### src/supi_pkg.sv
`default_nettype none

package supi_pkg;

    // Default table size and field widths
    localparam int SUPI_TABLE_DEPTH = 512;
    localparam int SUPI_KEY_W       = 16;
    localparam int SUPI_IDX_W       = 10;
    localparam int SUPI_STATUS_W    = 2;

    // Result status codes
    localparam logic [SUPI_STATUS_W-1:0] ST_ADDED   = 2'd0;
    localparam logic [SUPI_STATUS_W-1:0] ST_PRESENT = 2'd1;
    localparam logic [SUPI_STATUS_W-1:0] ST_FULL    = 2'd2;

    // Input beat: one offered pair
    typedef struct packed {
        logic [SUPI_KEY_W-1:0] pair_width;
        logic [SUPI_KEY_W-1:0] pair_height;
    } t_pair_in;

    // Result beat
    typedef struct packed {
        logic [SUPI_STATUS_W-1:0] status;
        logic [SUPI_IDX_W-1:0]    position;
        logic [SUPI_IDX_W-1:0]    entry_count;
    } t_pair_out;

    // Commands from controller to datapath
    typedef struct packed {
        logic                     load_key;
        logic                     idx_clr;
        logic                     idx_inc;
        logic                     pos_load;
        logic                     j_load;
        logic                     j_dec;
        logic                     rd_en;
        logic                     rd_shift;
        logic                     wr_shift;
        logic                     wr_key;
        logic                     count_inc;
        logic                     res_load;
        logic [SUPI_STATUS_W-1:0] res_status;
    } t_supi_cmd;

    // Status from datapath to controller
    typedef struct packed {
        logic idx_at_count;
        logic is_full;
        logic rd_eq;
        logic rd_gt;
        logic j_at_pos;
    } t_supi_stat;

endpackage

`default_nettype wire

### src/supi_ctrl.sv
`default_nettype none

module supi_ctrl (
    input  wire                  i_clk,
    input  wire                  i_rst_n,
    input  wire                  i_start,
    input  supi_pkg::t_supi_stat i_stat,
    output supi_pkg::t_supi_cmd  o_cmd,
    output logic                 o_busy,
    output logic                 o_valid
);
    import supi_pkg::*;

    typedef enum logic [2:0] {
        S_IDLE,
        S_SRCH_RD,
        S_SRCH_CMP,
        S_SHIFT_SETUP,
        S_SHIFT_RD,
        S_SHIFT_WR,
        S_INSERT
    } t_state;

    t_state    r_state;
    t_state    n_state;
    logic      r_valid;
    t_supi_cmd cmd;

    // Decode commands and next state
    always_comb begin
        cmd     = '0;
        n_state = r_state;
        case (r_state)
            S_IDLE: begin
                if (i_start) begin
                    cmd.load_key = 1'b1;
                    cmd.idx_clr  = 1'b1;
                    n_state      = S_SRCH_RD;
                end
            end
            S_SRCH_RD: begin
                if (i_stat.idx_at_count) begin
                    cmd.pos_load = 1'b1;
                    n_state      = S_SHIFT_SETUP;
                end else begin
                    cmd.rd_en = 1'b1;
                    n_state   = S_SRCH_CMP;
                end
            end
            S_SRCH_CMP: begin
                if (i_stat.rd_eq) begin
                    cmd.res_load   = 1'b1;
                    cmd.res_status = ST_PRESENT;
                    n_state        = S_IDLE;
                end else if (i_stat.rd_gt) begin
                    cmd.pos_load = 1'b1;
                    n_state      = S_SHIFT_SETUP;
                end else begin
                    cmd.idx_inc = 1'b1;
                    n_state     = S_SRCH_RD;
                end
            end
            S_SHIFT_SETUP: begin
                if (i_stat.is_full) begin
                    cmd.res_load   = 1'b1;
                    cmd.res_status = ST_FULL;
                    n_state        = S_IDLE;
                end else begin
                    cmd.j_load = 1'b1;
                    n_state    = S_SHIFT_RD;
                end
            end
            S_SHIFT_RD: begin
                if (i_stat.j_at_pos) begin
                    n_state = S_INSERT;
                end else begin
                    cmd.rd_en    = 1'b1;
                    cmd.rd_shift = 1'b1;
                    n_state      = S_SHIFT_WR;
                end
            end
            S_SHIFT_WR: begin
                cmd.wr_shift = 1'b1;
                cmd.j_dec    = 1'b1;
                n_state      = S_SHIFT_RD;
            end
            S_INSERT: begin
                cmd.wr_key     = 1'b1;
                cmd.count_inc  = 1'b1;
                cmd.res_load   = 1'b1;
                cmd.res_status = ST_ADDED;
                n_state        = S_IDLE;
            end
            default: begin
                n_state = S_IDLE;
            end
        endcase
    end

    // Hold state and the result strobe
    always_ff @(posedge i_clk) begin
        if (!i_rst_n) begin
            r_state <= S_IDLE;
            r_valid <= 1'b0;
        end else begin
            r_state <= n_state;
            r_valid <= cmd.res_load;
        end
    end

    assign o_cmd   = cmd;
    assign o_busy  = (r_state != S_IDLE);
    assign o_valid = r_valid;

endmodule

`default_nettype wire

### config.mk
export PLATFORM = sky130hd
export DESIGN_NAME = supi_ctrl
export DESIGN_NICKNAME = d
export VERILOG_FILES = /design/src/supi_pkg.sv /design/src/supi_ctrl.sv
export SDC_FILE = /design/constraint.sdc
export NUM_CORES = 1
export LEC_CHECK = 0
export BUFFER_PORTS_ARGS = -buffer_cell sky130_fd_sc_hd__buf_2
export CAP_MARGIN = 30
export CORE_AREA = 2 2 39 41
export CTS_CLUSTER_DIAMETER = 50
export CTS_CLUSTER_SIZE = 16
export DETAILED_ROUTE_END_ITERATION = 8
export DIE_AREA = 0 0 41 43
export SYNTH_ARGS = -nofsm -noshare
export SYNTH_HDL_FRONTEND = slang
export SYNTH_SLANG_ARGS = --single-unit
### constraint.sdc
create_clock -name i_clk -period 3.01 [get_ports i_clk]
set_input_delay 0.602 -clock i_clk [delete_from_list [all_inputs] [get_ports i_clk]]
set_output_delay 0.602 -clock i_clk [all_outputs]
set_load 0.005 [all_outputs]
==> results of run 1 <==
## synth_stat cells (all sizes together)
cell,count
nand2b,1
nor3,4
a21oi,3
dfxtp,4
a211oi,2
o21a,1
o211ai,1
a31oi,1
and3,2
nor4bb,2
inv,1
nor4b,1
and2b,1
nor2,6
nor2b,1
nand2,4
or3,1
and2,2
and4b,1
buf,6
nor3b,2
## layout make-up
cell class / count / area (um^2)
fillers: 161 / 898
clock buffers: 3 / 22.5
well taps: 16 / 20.0
flip-flops and latches: 4 / 80.1
inverters: 1 / 3.75
repair buffers: 23 / 115
multi-input cells: 36 / 244
## power groups by stage
| stage | Sequential (mW) | Clock, mW | Combinational (mW) |
|---|---|---|---|
| after floorplan | 0.0611 | 0 | 0.0386 |
| after global placement | 0.0683 | 0 | 0.0481 |
| after detailed placement | 0.0684 | 0 | 0.0487 |
| after CTS | 0.0676 | 0.0699 | 0.0491 |
| after global routing | 0.0691 | 0.0725 | 0.0549 |
| final | 0.0678 | 0.0664 | 0.0483 |
## worst max-delay path by stage
stage | depth (start not counted) | slack [ns] | to | from
global route | 3 | 0.86 | o_cmd[9] | r_state[1]
CTS | 3 | 0.98 | o_cmd[9] | r_state[1]
finish | 3 | 0.99 | o_cmd[9] | r_state[1]
global placement | 5 | 1.14 | o_cmd[10] | i_stat[2]
detailed placement | 5 | 1.12 | o_cmd[10] | i_stat[2]
floorplan | 3 | 1.41 | o_cmd[10] | i_stat[1]
## sequential cells by signal (all words and copies together), names as in the netlist
signal,cells
r_state,3
o_valid,1
## stage by stage
stage | instance area (um^2) | std cells | hold slack [ns] | power [mW] | util
after floorplan | 374 | 47 | 0.640 | 0.0997 | -
after global placement | 463 | 80 | 0.721 | 0.116 | 0.335
after detailed placement | 463 | 80 | 0.720 | 0.117 | 0.335
after CTS | 485 | 83 | 0.607 | 0.187 | 0.351
after global routing | 485 | 83 | 0.615 | 0.197 | 0.351
final | 485 | 83 | 0.614 | 0.182 | 0.351
## logic make-up after synthesis
| family | count (synthesis) | synth area share |
|---|---|---|
| compound gates | 8 | 0.164 |
| buf+inv | 7 | 0.134 |
| flops | 4 | 0.214 |
| simple gates | 28 | 0.488 |
## routing by layer
| layer | vias to the layer above | track usage |
|---|---|---|
| met2 | 23 | 0.188 |
| met3 | 2 | 0.0314 |
| met4 | 0 | 0.0600 |
| li1 | 204 | - |
| met5 | - | 0 |
| met1 | 185 | 0.135 |
==> results.cfg, run 1 <==
[place]
gp_congestion = 0.661
hpwl_um = 655
place_ws_ns = 1.12
numPortBuffers = 23

[status]
status = finished, final reports clean

[routing]
vias = 414
ant_nets = 0
drt_iter0_drc = 5
dr.pass1.iters = 4
postRouteWirelength_um = 895
wl_met3_um = 104
met2_length_um = 413
wire_per_inst_um = 10.8
drc = 0
wl_met1_um = 360
dr.max_layer_used = met4
vias_per_cell = 4.99

[critical_path]
timing.rr.end = r_state[1]
worstSetupPathType = flip-flop to output port
r2r-start = r_state[0]
crit_slowest_cell = dfxtp_1
crit_chain = inv_1 > nor4b_4 > buf_2
slowest_delay_ns = 0.53
cp.arrival_ns = 1.42
worst-path-buf-inv = 2
cp_top_family = flip-flops
worstRegToRegCells = 3
cp_data_required_time_ns = 2.41
cp_max_fo = 13
worst-r2r-setup-slack_ns = 1.73
cp-end-kind = output port
crit_path_start_kind = flip-flop

[sta]
max_freq_mhz = 496
rsz0062_at_grt = false
hold_viol_final = 0
worst_slack_ns = 0.993
slew_headroom = 0.667
worstMarginPinSlew_ns = 0.499
setup_violations = 0
finalCritPeriodShare = 0.670
fin_crit_ns = 2.02
slew_violations = 0
skew_ns = 0.00544
fin_tns_setup_ns = 0

[die]
num_io_pins = 24
rows = 14
dieArea_um2 = 1760
start_util = 0.270
die_h_um = 43
core_area_um2 = 1380
die-width_um = 41

[power]
power_leakage_nw = 0.251
max-vdd-ir-drop_v = 0.000120
combPwrFrac = 0.265
p_seq_frac = 0.371
power_density_nw_per_um2 = 376
p_switching_uw = 55.1
power_frac_clock = 0.364
p_int_uw = 127
swShare = 0.302

[yosys]
yosys_warnings = 0
synthTopCellsByArea = dfxtp_1 21%, buf_4 8.0%, nor4b_4 6.4%, nor2_1 6.0%, nor3_1 5.4%
synth-seq-cells = 4
syn_inst = 47
syn_nets = 55
synth_area_um2 = 374
synth_largest_area_cell = dfxtp_1
syn_avg_cell_area_um2 = 7.96
seq_area_frac_synth = 0.214
netlist.area_leader.share = 0.214
yosys.cell_types.count = 24

[grt]
grt_overflow = 0
grt_pass1_wl_um = 1390
grtUsageTotal = 0.117
antenna_found_initial = 0
grt_max_degree = 17
grt_pass1_vias = 373

[cts]
cts_setup_buffers = 0
clk_pin_slew_ns = 0.04
clock_latency_ns = 0.24
cts_hold_buf = 0
htreeDepth = 1
cts_inserted_buffers = 3
cts_tree = yes
cts_root_buf = clkbuf_4
cts.path.max_buffers = 2
cts.sinks = 4
cts_resized = 0

[finish]
mostFrequentLayoutCells = 23 x buf_2, 6 x nor2_1, 4 x nand2_1, 4 x nor3_1, 4 x dfxtp_1
final_common_cell = buf_2
nets = 77
antennaDiodeCount = 0
drive_above_1_share = 0.448
syn_to_final_growth_pct = 29.8

[worst_hold_path]
hold_class = primary input to flip-flop
hold_depth = 2
hold_path_startpoint = i_rst_n
whs_endpoint = r_state[2]

[run]
maxCapViolations = 0
Power figures use the tool's default switching activity.
==> run 2, diff against run 1 <==
Clock period 3.01 ns to 1.85 ns, I/O delays scaled along.
==> run 2 against run 1 <==
Effect of this change: sequential share of layout area rose by 0.64 points; register-to-register slack worse by 1.1 ns; wire length fell by 1.5%; cell count is the same; worst hold slack lost 0.22 ns; utilization rose by 0.27 points; combinational power is 64% higher; clock skew down 0.0052 ns; sequential power rose by 64%.
==> results.cfg, run 2 (synthesis results as in run 1) <==
[routing]
ant_nets = 0
wire_per_inst_um = 10.6
postRouteWirelength_um = 882
dr.pass1.iters = 4
vias_per_cell = 4.81
drt_iter0_drc = 7
vias = 399
drc = 0

[sta]
fin_crit_ns = 1.61
skew_ns = 0.000233
whs_ns = 0.390
finalCritPeriodShare = 0.873
slew_headroom = 0.792
worstMarginPinSlew_ns = 0.308
fin_tns_setup_ns = 0
slew_violations = 0
max_freq_mhz = 619
setup_violations = 0
worst_slack_ns = 0.235
rsz0062_at_grt = false
hold_viol_final = 0

[power]
finalPower_uw = 298
power_leakage_nw = 0.252
power_density_nw_per_um2 = 610
max-vdd-ir-drop_v = 0.000234

[cts]
cts.path.max_buffers = 2
cts_tree = yes
htreeDepth = 1
cts_root_buf = clkbuf_4
clk_pin_slew_ns = 0.04
clock_latency_ns = 0.23
cts_hold_buf = 0
cts.sinks = 4
cts_inserted_buffers = 3

[place]
numPortBuffers = 23
place_ws_ns = 0.317
dp_cells = 80
hpwl_um = 706
placed_area_um2 = 463
gp_congestion = 0.728

[finish]
largest_register_ffs = 3
final_util = 0.354
final_cells = 83
top_register = r_state
syn_to_final_growth_pct = 30.8
antennaDiodeCount = 0
final_common_cell = buf_2
nets = 77
drive_above_1_share = 0.493
mostFrequentLayoutCells = 23 x buf_2, 6 x nor2_1, 4 x nand2_1, 4 x nor3_1
design_area_um2 = 489

[grt]
grt_max_degree = 17
grtUsageTotal = 0.114
grt_pass1_vias = 331
grt_pass1_wl_um = 1350
antenna_found_initial = 0
grt_overflow = 0

[critical_path]
cp_data_required_time_ns = 1.48
slowest_delay_ns = 0.42
cp.arrival_ns = 1.24
crit_chain = inv_1 > nor4b_4 > buf_2
cp_max_fo = 13
cp-end-kind = output port
crit_path_start_kind = flip-flop
cp_top_family = flip-flops
crit_slowest_cell = dfxtp_2
worst-path-buf-inv = 2
worstSetupPathType = flip-flop to output port

[die]
start_util = 0.270
dieArea_um2 = 1760
core_area_um2 = 1380
num_io_pins = 24
die_h_um = 43
rows = 14
die-width_um = 41

[run]
maxCapViolations = 0

[worst_hold_path]
hold_class = primary input to flip-flop

[status]
status = finished, final reports clean
## run 2: cell count changes in the layout (fill, tap and decap cells not counted)
| cell | delta |
|---|---|
| dfxtp_1 | -3 |
| dfxtp_2 | +3 |
## run 2: final cells by class
class                      count  area (um^2)
multi-input combinational     36          244
sequential                     4         83.8
inverter                       1         3.75
tap                           16         20.0
fill                         159          895
timing repair buffer          23          115
clock buffer                   3         22.5
## run 2: worst paths after layout
kind,from,endpoint,slack (ns),depth (start not counted)
setup / recovery,r_state[1],o_cmd[9],0.24,3
hold / removal,i_rst_n,r_state[2],0.39,2
setup reg to reg,r_state[0],r_state[1],0.66,3
hold reg to reg,r_state[1],r_state[0],0.66,3
## run 2: layer usage
layer | track usage | vias up | routed length (um)
met5 | 0 | - | 0
met4 | 0.0600 | 0 | 0
met3 | 0.0471 | 0 | 78
met2 | 0.150 | 17 | 370
met1 | 0.154 | 174 | 433
li1 | - | 208 | -
## run 2: report_power, final
part           switching [mW]  leakage [nW]  internal, mW
combinational          0.0371         0.204        0.0421
clock                  0.0359        0.0138        0.0726
sequential             0.0171        0.0339        0.0935
## run 2: timing repair
item                                    in CTS  in global routing
gates resized for setup                      0                  3
endpoints found under the setup margin       0                  7
buffers inserted                             0                  0
